## src/sync_length_sum_frame_parser_assert.svh

```systemverilog
// ----------------------------------------------------------------------------
// sync length sum frame parser assertion macros
// shared property forms for the frame parser checks
// ----------------------------------------------------------------------------
`ifndef SYNC_LENGTH_SUM_FRAME_PARSER_ASSERT_SVH
`define SYNC_LENGTH_SUM_FRAME_PARSER_ASSERT_SVH

// same-cycle implication
`define SLFP_ASSERT_IMPLY(label, clk, rst, ante, cons) \
  label: assert property (@(posedge clk) disable iff (rst) (ante) |-> (cons)) \
    else $error("frame parser check failed");

// next-cycle implication
`define SLFP_ASSERT_NEXT(label, clk, rst, ante, cons) \
  label: assert property (@(posedge clk) disable iff (rst) (ante) |=> (cons)) \
    else $error("frame parser check failed");

`endif

```

## src/slfp_pkg.sv

```systemverilog
// ----------------------------------------------------------------------------
// slfp_pkg
// types and constants shared by the frame parser modules
// ----------------------------------------------------------------------------
package slfp_pkg;

  localparam int unsigned CFG_IDX_W = 2;

  typedef enum logic [CFG_IDX_W-1:0] {
    CFG_SYNC_FIRST  = 2'd0,
    CFG_SYNC_SECOND = 2'd1
  } cfg_idx_t;

  localparam logic [7:0] SYNC_FIRST_RST  = 8'h66;
  localparam logic [7:0] SYNC_SECOND_RST = 8'hCC;

  typedef enum logic [2:0] {
    PH_SYNC1 = 3'd0,
    PH_SYNC2 = 3'd1,
    PH_LENH  = 3'd2,
    PH_LENL  = 3'd3,
    PH_TYPE  = 3'd4,
    PH_BODY  = 3'd5,
    PH_CHKH  = 3'd6,
    PH_CHKL  = 3'd7
  } phase_t;

  typedef enum logic [1:0] {
    ST_BUSY = 2'd0,
    ST_GOOD = 2'd1,
    ST_BAD  = 2'd2,
    ST_LONG = 2'd3
  } status_t;

  typedef struct packed {
    logic       body_valid;
    logic [7:0] body_byte;
    logic [7:0] body_index;
    status_t    frame_status;
    logic [7:0] frame_type;
    logic [8:0] body_length;
  } result_t;

endpackage

```

## src/slfp_cfg.sv

```systemverilog
// ----------------------------------------------------------------------------
// slfp_cfg
// sync byte registers, written through the configuration channel
// ----------------------------------------------------------------------------
module slfp_cfg (
  input  logic                          clk,
  input  logic                          rst,
  input  logic                          cfg_valid,
  output logic                          cfg_ready,
  input  logic [slfp_pkg::CFG_IDX_W-1:0] cfg_index,
  input  logic [7:0]                    cfg_data,
  output logic [7:0]                    sync_first,
  output logic [7:0]                    sync_second
);
  import slfp_pkg::*;

  logic wr_en;

  assign cfg_ready = 1'b1;
  assign wr_en     = cfg_valid && cfg_ready;

  always_ff @(posedge clk) begin
    if (rst) begin
      sync_first  <= SYNC_FIRST_RST;
      sync_second <= SYNC_SECOND_RST;
    end else if (wr_en) begin
      case (cfg_index)
        CFG_SYNC_FIRST:  sync_first  <= cfg_data;
        CFG_SYNC_SECOND: sync_second <= cfg_data;
        default: ;
      endcase
    end
  end

endmodule

```

## src/slfp_core.sv

```systemverilog
// ----------------------------------------------------------------------------
// slfp_core
// frame parser state machine, advances one byte per step
// ----------------------------------------------------------------------------
module slfp_core #(
  parameter int unsigned MAX_BODY = 256
) (
  input  logic              clk,
  input  logic              rst,
  input  logic              step,
  input  logic [7:0]        rx_byte,
  input  logic [7:0]        sync_first,
  input  logic [7:0]        sync_second,
  output slfp_pkg::result_t res
);
  import slfp_pkg::*;

  localparam int unsigned CW = $clog2(MAX_BODY + 1);

  phase_t        phase, phase_next;
  logic [15:0]   frame_length, frame_length_next;
  logic [CW-1:0] body_count, body_count_next;
  logic [15:0]   running_sum, running_sum_next;
  logic [7:0]    type_held, type_held_next;
  logic [7:0]    check_high, check_high_next;

  logic [15:0]   sum_add;
  logic [CW-1:0] count_inc;
  logic [15:0]   blen_cur;
  logic [15:0]   blen_next;

  function automatic logic [15:0] body_len_of(input logic [15:0] len);
    body_len_of = (len <= 16'd1) ? 16'd0 : (len - 16'd1);
  endfunction

  assign sum_add   = running_sum + {8'd0, rx_byte};
  assign count_inc = body_count + CW'(1);
  assign blen_cur  = body_len_of(frame_length);
  assign blen_next = body_len_of(frame_length_next);

  // next state
  always_comb begin
    phase_next        = phase;
    frame_length_next = frame_length;
    body_count_next   = body_count;
    running_sum_next  = running_sum;
    type_held_next    = type_held;
    check_high_next   = check_high;
    if (step) begin
      case (phase)
        PH_SYNC1: begin
          if (rx_byte == sync_first) begin
            running_sum_next = {8'd0, rx_byte};
            body_count_next  = '0;
            phase_next       = PH_SYNC2;
          end
        end
        PH_SYNC2: begin
          if (rx_byte == sync_second) begin
            running_sum_next = sum_add;
            phase_next       = PH_LENH;
          end else begin
            phase_next = PH_SYNC1;
          end
        end
        PH_LENH: begin
          frame_length_next = {rx_byte, 8'd0};
          running_sum_next  = sum_add;
          phase_next        = PH_LENL;
        end
        PH_LENL: begin
          frame_length_next = {frame_length[15:8], rx_byte};
          running_sum_next  = sum_add;
          if (body_len_of({frame_length[15:8], rx_byte}) > 16'(MAX_BODY)) begin
            phase_next = PH_SYNC1;
          end else begin
            phase_next = PH_TYPE;
          end
        end
        PH_TYPE: begin
          type_held_next   = rx_byte;
          running_sum_next = sum_add;
          body_count_next  = '0;
          phase_next       = (blen_cur == 16'd0) ? PH_CHKH : PH_BODY;
        end
        PH_BODY: begin
          running_sum_next = sum_add;
          body_count_next  = count_inc;
          if (16'(count_inc) >= blen_cur) begin
            phase_next = PH_CHKH;
          end
        end
        PH_CHKH: begin
          check_high_next = rx_byte;
          phase_next      = PH_CHKL;
        end
        PH_CHKL: begin
          phase_next = PH_SYNC1;
        end
        default: begin
          phase_next = PH_SYNC1;
        end
      endcase
    end
  end

  // result word for this byte
  always_comb begin
    res              = '0;
    res.frame_status = ST_BUSY;
    case (phase)
      PH_LENL: begin
        if (blen_next > 16'(MAX_BODY)) begin
          res.frame_status = ST_LONG;
        end
      end
      PH_BODY: begin
        res.body_valid = 1'b1;
        res.body_byte  = rx_byte;
        res.body_index = 8'(body_count);
      end
      PH_CHKL: begin
        res.frame_status = ({check_high, rx_byte} == running_sum) ? ST_GOOD : ST_BAD;
      end
      default: ;
    endcase
    res.frame_type  = type_held_next;
    res.body_length = (blen_next > 16'd511) ? 9'd511 : blen_next[8:0];
  end

  always_ff @(posedge clk) begin
    if (rst) begin
      phase        <= PH_SYNC1;
      frame_length <= '0;
      body_count   <= '0;
      running_sum  <= '0;
      type_held    <= '0;
      check_high   <= '0;
    end else begin
      phase        <= phase_next;
      frame_length <= frame_length_next;
      body_count   <= body_count_next;
      running_sum  <= running_sum_next;
      type_held    <= type_held_next;
      check_high   <= check_high_next;
    end
  end

endmodule

```

## src/sync_length_sum_frame_parser.sv

```systemverilog
// ----------------------------------------------------------------------------
// sync_length_sum_frame_parser
// Takes one received byte per word and finds frames of the form: two sync
// bytes, 16-bit big-endian length L, type byte, L-1 body bytes, 16-bit
// big-endian checksum (byte sum mod 65536 of all earlier frame bytes). Every
// input word yields exactly one output word carrying body byte and index,
// frame status, held type and body length. Throughput is one byte per clock
// while the output is not stalled: a byte is registered on acceptance,
// passes through the parser state logic and lands in the output register,
// where its result is offered. The input register and the output register
// let a new byte enter while a finished result waits to be taken.
// Sync bytes are written through the configuration channel, which is always
// ready.
// ----------------------------------------------------------------------------
`include "sync_length_sum_frame_parser_assert.svh"

module sync_length_sum_frame_parser #(
  parameter int unsigned MAX_BODY = 256
) (
  input  logic                           clk,
  input  logic                           rst,
  input  logic                           in_valid,
  output logic                           in_stall,
  input  logic [7:0]                     rx_byte,
  output logic                           out_valid,
  input  logic                           out_stall,
  output logic                           body_valid,
  output logic [7:0]                     body_byte,
  output logic [7:0]                     body_index,
  output logic [1:0]                     frame_status,
  output logic [7:0]                     frame_type,
  output logic [8:0]                     body_length,
  input  logic                           cfg_valid,
  output logic                           cfg_ready,
  input  logic [slfp_pkg::CFG_IDX_W-1:0] cfg_index,
  input  logic [7:0]                     cfg_data
);
  import slfp_pkg::*;

  logic       s1_valid;
  logic [7:0] s1_byte;
  logic       s1_adv;
  logic       step;
  logic       in_take;
  logic [7:0] sync_first;
  logic [7:0] sync_second;
  result_t    res;
  result_t    out_res;

  slfp_cfg u_cfg (
    .clk         (clk),
    .rst         (rst),
    .cfg_valid   (cfg_valid),
    .cfg_ready   (cfg_ready),
    .cfg_index   (cfg_index),
    .cfg_data    (cfg_data),
    .sync_first  (sync_first),
    .sync_second (sync_second)
  );

  slfp_core #(
    .MAX_BODY (MAX_BODY)
  ) u_core (
    .clk         (clk),
    .rst         (rst),
    .step        (step),
    .rx_byte     (s1_byte),
    .sync_first  (sync_first),
    .sync_second (sync_second),
    .res         (res)
  );

  // output register free or being drained this cycle
  assign s1_adv   = !out_valid || !out_stall;
  assign step     = s1_valid && s1_adv;
  assign in_stall = s1_valid && !s1_adv;
  assign in_take  = in_valid && !in_stall;

  always_ff @(posedge clk) begin
    if (rst) begin
      s1_valid <= 1'b0;
    end else if (in_take) begin
      s1_valid <= 1'b1;
    end else if (s1_adv) begin
      s1_valid <= 1'b0;
    end
  end

  always_ff @(posedge clk) begin
    if (in_take) begin
      s1_byte <= rx_byte;
    end
  end

  always_ff @(posedge clk) begin
    if (rst) begin
      out_valid <= 1'b0;
    end else if (step) begin
      out_valid <= 1'b1;
    end else if (!out_stall) begin
      out_valid <= 1'b0;
    end
  end

  always_ff @(posedge clk) begin
    if (step) begin
      out_res <= res;
    end
  end

  assign body_valid   = out_res.body_valid;
  assign body_byte    = out_res.body_byte;
  assign body_index   = out_res.body_index;
  assign frame_status = out_res.frame_status;
  assign frame_type   = out_res.frame_type;
  assign body_length  = out_res.body_length;

  `SLFP_ASSERT_IMPLY(a_body_busy, clk, rst, out_valid && body_valid, frame_status == ST_BUSY)
  `SLFP_ASSERT_IMPLY(a_idle_zero, clk, rst, out_valid && !body_valid,
                     body_byte == 8'd0 && body_index == 8'd0)
  `SLFP_ASSERT_NEXT(a_s1_hold, clk, rst, s1_valid && !s1_adv, s1_valid && $stable(s1_byte))
  `SLFP_ASSERT_NEXT(a_step_out, clk, rst, step, out_valid)

endmodule

```

## config.mk

```make
export PLATFORM = sky130hd
export DESIGN_NAME = sync_length_sum_frame_parser
export DESIGN_NICKNAME = d
export VERILOG_FILES = /design/src/slfp_pkg.sv /design/src/slfp_cfg.sv /design/src/slfp_core.sv /design/src/sync_length_sum_frame_parser.sv
export VERILOG_INCLUDE_DIRS = /design/src /design/src/src
export SDC_FILE = /design/constraint.sdc
export NUM_CORES = 1
export LEC_CHECK = 0
export ABC_AREA = 1
export ABC_CLOCK_PERIOD_IN_PS = 5700
export BUFFER_PORTS_ARGS = -buffer_cell sky130_fd_sc_hd__buf_2
export CAP_MARGIN = 20
export CORE_ASPECT_RATIO = 0.5
export CORE_UTILIZATION = 44
export DETAILED_ROUTE_END_ITERATION = 16
export PLACE_DENSITY = 0.64
export SYNTH_ARGS = -nofsm -noshare
export SYNTH_HDL_FRONTEND = slang
export SYNTH_HIERARCHICAL = 1
export SYNTH_SLANG_ARGS = --single-unit
```

## constraint.sdc

```tcl
create_clock -name clk -period 5.7 [get_ports clk]
set_input_delay 0.285 -clock clk [delete_from_list [all_inputs] [get_ports clk]]
set_output_delay 0.285 -clock clk [all_outputs]
set_load 0.02 [all_outputs]
```

---- After elaboration in Yosys (flattened, before gate mapping) ----
Index checks and enable logic that the tools add are counted.
cells by class
  $add $sub $neg .......................... 5
  $lt $le $gt $ge ......................... 7
  eq/ne operators ......................... 15
  muxes and demuxes ....................... 26
  reduce and logical (&&, ||, !) cells .... 21
operators with widths
  operator                                                                           count
  16-bit 2-to-1 mux                                                                  6
  16-bit by 9-bit greater-than comparator with 1-bit output (second input constant)  3
  16-bit by 1-bit <= comparator with 1-bit output (second input constant)            3
  16-bit case mux with 3 select lines                                                1
  16-bit by 1-bit subtractor with 16-bit output (second input constant)              3
  16-bit case mux with 2 select lines                                                1
  9-bit case mux with 3 select lines                                                 1
  3-bit case mux with 8 select lines                                                 1
  17-bit 2-to-1 mux                                                                  1
  16-bit by 8-bit adder with 16-bit output                                           1
  16-bit equality test                                                               1
  8-bit equality test                                                                2
  9-bit by 16-bit >= comparator with 1-bit output                                    1
  16-bit logical NOT                                                                 1
  8-bit 2-to-1 mux                                                                   2
  3-bit equality test (second input constant)                                        4
  9-bit by 1-bit adder with 9-bit output (second input constant)                     1
  3-bit 2-to-1 mux                                                                   3
  9-bit 2-to-1 mux                                                                   1
  2-bit 2-to-1 mux                                                                   4
  2-bit by 1-bit != test with 1-bit output (second input constant)                   4
  3-bit by 2-bit equality test with 1-bit output (second input constant)             2
  2-bit AND reduction                                                                3
  3-bit AND reduction                                                                2
  other kinds (13)                                                                   22
word-level totals
  register bits after elaboration ......... 122
  input bits .............................. 23
  output and inout port bits .............. 39

---- Depth between registers and ports, before layout ----
  depth in word-level cells ............... 9
  mapped depth ............................ 22
  depth with buffers taken out ............ 22

---- Modules after synthesis ----
The synthesis kept the hierarchy.
modules (own cells, without submodules)
  module                        instances  cells each  area an instance (um^2)
  slfp_core                     1          822         5102.4
  sync_length_sum_frame_parser  1          56          1412.6
  slfp_cfg                      1          92          674.4

---- Worst setup path after synthesis ----
OpenSTA, ideal clock, no wires.
  path type ............................... register to register
  start ................................... register out_valid
  end ..................................... register out_res (netlist bit frame_status[0]) (data pin)
  library setup time ...................... 0.253 ns
  data arrival time ....................... 4.044 ns
  data required time ...................... 5.447 ns
  setup slack ............................. 1.404 ns
  cell stages (with the launch flop) ...... 19
  path buffers ............................ 1
  period minus slack after synthesis ...... 4.296 ns
  path through ............................ dfxtp_1 a21oi_1 buf_6 nand2_4 nor2_8 nand2_1 nand2_1 ha_1 nand3_1 nor2_4 nand3_1 nand2_1 nand3_1 nand2_1 nand3_1 nor2_1 nand2_1 nand3_2 nand2_1
RTL lines
  element                 RTL line                             text
  start, declared         sync_length_sum_frame_parser.sv:25   output logic out_valid,
  start signal, assigned  sync_length_sum_frame_parser.sv:97   out_valid <= 1'b0;
  start signal, assigned  sync_length_sum_frame_parser.sv:99   out_valid <= 1'b1;
  start signal, assigned  sync_length_sum_frame_parser.sv:101  out_valid <= 1'b0;
  end signal, assigned    sync_length_sum_frame_parser.sv:107  out_res <= res;
  end, declared           sync_length_sum_frame_parser.sv:48   result_t out_res;

==> impl_metrics.toml <==
[synth]
synthesis.nets = 1018
synthCells = 970
synth-seq-cells = 122
ys_seq_area_share_pct = 40.10
avgSynthCellArea_sq_um = 7.412
ys_top_cells_by_area = "dfxtp_1 (22%), edfxtp_1 (18%), nand2_1 (12%), nor2_1 (6.9%), inv_1 (5.9%)"
synth_largest_area_cell = "dfxtp_1"
synth_edf_count = 44
synth_mux_area_share_pct = 0
netlist.area_leader.share_pct = 21.72
synthAdderAreaFrac_pct = 4.455
synth_simple_gate_area_share_pct = 32.34
synthXorXnorAreaFrac_pct = 4.386
yosysUniqueCellTypes = 50
synth_compound_area_share_pct = 9.485
synth_ff_type = "dfxtp_1"
syn_area_sq_um = 7189
postSynth.asyncResetShare_pct = 0
synth_top_family_by_area = "simple AND/OR/NAND/NOR gates"
yosysWarningCount = 6

[placement]
place_congestion = 0.9425
hpwl_microns = 13010
portBuffers = 60

[cts]
postCtsHoldBufs = 0
cts_buffer_depth = 2
cts_tree = "built"
cts_buffers = 17
cts_resized = 0
cts.clk_slew.worst_paths_ps = 60
cts.sinks = 122
clock_latency_ps = 410
htreeDepth = 4
cts_setup_buffers = 0
cts-root-buf = "clkbuf_16"

[die]
initial_core_util_pct = 45.81
rows = 32
dieArea_sq_um = 16890
coreArea_sq_um = 15700
die_h_microns = 92.39
io_pins = 62
die_w_microns = 182.8

[critical_path]
critical_path.max_fanout = 36
startpoint_type = "flip-flop"
worstSetupEndpointType = "flip-flop"
worstSetupPathType = "flip-flop to flip-flop"
cp_data_arrival_time_ps = 3160
r2r.worst_path.cells = 18
cp.required_ps = 5860

[detailed_routing]
post_drt_wl_per_cell_microns = 14.31
dr.pass1.iters = 5
drt_iter0_drc = 566
wirelength_microns = 17960
antenna_left = 0
vias = 6344
post-route-drc-count = 0
viasPerCell = 5.055

[grt]
grt_max_degree = 43
first_global_vias = 5953
grt_pass1_wl_microns = 29430
antenna_found_initial = 0
gr-total-overflow = 0
grt.total_usage_pct = 22.09

[run_status]
status = "finished clean"

[hold_path]
hold_path_class = "input port to flip-flop"
hold_path_depth = 1

[layout]
fin_util_pct = 52.06
area_growth_pct = 13.64
n_antenna_cell = 0
final_nets = 1069
layout-drive-gt1-share_pct = 14.12

[timing]
finalCritPeriodShare_pct = 52.54
tightestPinTransition_ps = 928.7
max_freq_mhz = 333.9
setup_viol_count_final = 0
fin_tns_setup_ps = 0
rsz0062_at_grt = "no"
slew_viol_final = 0
slew_headroom_pct = 37.86
finalWorstPathRequiredPeriod_ps = 2995
hold_violations = 0
finClkSkew_ps = 10.37

[pwr]
peakVddDrop_uv = 194.6
p_leak_nw = 3.850
power.density_nw_per_um2 = 259.3

[job]
max_cap_violations = 0
[cell usage after synthesis, types with 2 or more instances]
cell      number
a211oi_1      13
a21o_1         3
a21oi_1       45
a31oi_1        5
buf_2         11
buf_4          2
buf_6          7
clkbuf_1       7
dfxtp_1       78
edfxtp_1      44
ha_1          24
inv_1        113
inv_2          9
inv_4          2
nand2_1      229
nand2_2       11
nand2_4        4
nand3_1       81
nand3_2        5
nand3b_1       2
nand4_1       13
nor2_1       133
nor2_2        10
nor2_4         2
nor2_8         3
nor3_1         6
nor4_1         5
o211ai_1       3
o21ai_0       36
o21ai_1        5
o21bai_1       4
or2_2          3
xnor2_1       21
xor2_1        15
[critical path, stage by stage, from the launching register on]
cell and delay [ps]:
dfxtp_1 330, inv_1 80, a21oi_4 300, buf_4 510, inv_4 80, nor2_8 200, nand2_4 120, nand2_1 120
nand2_1 100, nor2_1 100, nand2_1 70, nor2_1 100, nand2_1 50, nand2_1 70, nand4_2 130, nand2_4 140
nand2_2 80, nand3_2 100, nand2_1 60
[stage by stage]
step           instance area [sq um]  power (mW)  cells  setup slack [ps]  hold slack (ps)
6_report                        8170       2.119   1255              2705            47.80
5_1_grt                         8170       2.190   1255              2390            32.20
4_1_cts                         8170       2.136   1255              2709            36.37
3_5_place_dp                    7599       1.097   1223              2671            463.1
3_3_place_gp                    7599       1.094   1223              2748            464.0
2_1_floorplan                   7189       1.056    970              1404            347.4
[path summary, 6_finish.rpt]
kind                       start             endpoint  slack [ps]
max reg2reg             s1_valid      frame_status[0]        2710
max                     s1_valid      frame_status[0]        2710
min                   rx_byte[2]           s1_byte[2]          50
min reg2reg  u_cfg/sync_first[1]  u_cfg/sync_first[1]         480
[state kept, by name (all words and copies together) (netlist names), 9 cells and up]
register             flops
body_length              9
u_core/frame_length     16
u_core/running_sum      16
u_core/body_count        9
[cells in the final DEF (no fill, tap or decap), drive strengths merged, types with 5 or more instances in the layout]
cell      n
nand2   244
nor2    148
inv     125
nand3    87
dfxtp    78
buf      61
a21oi    46
edfxtp   44
o21ai    41
ha       24
xnor2    21
clkbuf   18
xor2     15
nand4    15
a211oi   13
clkinv    9
nor3      7
nor4      5
a31oi     5
[final cells by class]
cell class	count	area, sq um
clock inverter	14	121.4
sequential	122	2883
multi-input combinational	694	3657
clock buffer	18	450.4
fill	1546	7525
tap	221	276.5
inverter	125	474.2
timing repair buffer	61	307.8
[where the power goes]
part	switching [mW]	internal (mW)
Sequential	0.0207	0.923
Combinational	0.0894	0.0454
Clock	0.415	0.624
Total	0.525	1.59
[logic make-up (layout without fill, tap and decap cells)]
family | count (synthesis) | after routing
and+or+nand+nor | 512 | 512
AOI/OAI and AO/OA | 120 | 120
adders and majority gates | 25 | 25
buffers and inverters | 154 | 218
xor gates and xnor gates | 36 | 36
DFF | 122 | 122
other | 1 | 1
[per-layer routing]
| metal | wire (microns) | vias to the layer above | share of wire (%) | GRT usage, % |
|---|---|---|---|---|
| met5 | 0 | - | 0 | 0 |
| met3 | 1036 | 29 | 5.8 | 4.404 |
| met2 | 7731 | 184 | 43 | 34.83 |
| li1 | - | 3241 | - | - |
| met1 | 8913 | 2890 | 50 | 30.79 |
| met4 | 280 | 0 | 1.6 | 5.972 |
(Power assumes the default switching activity.)
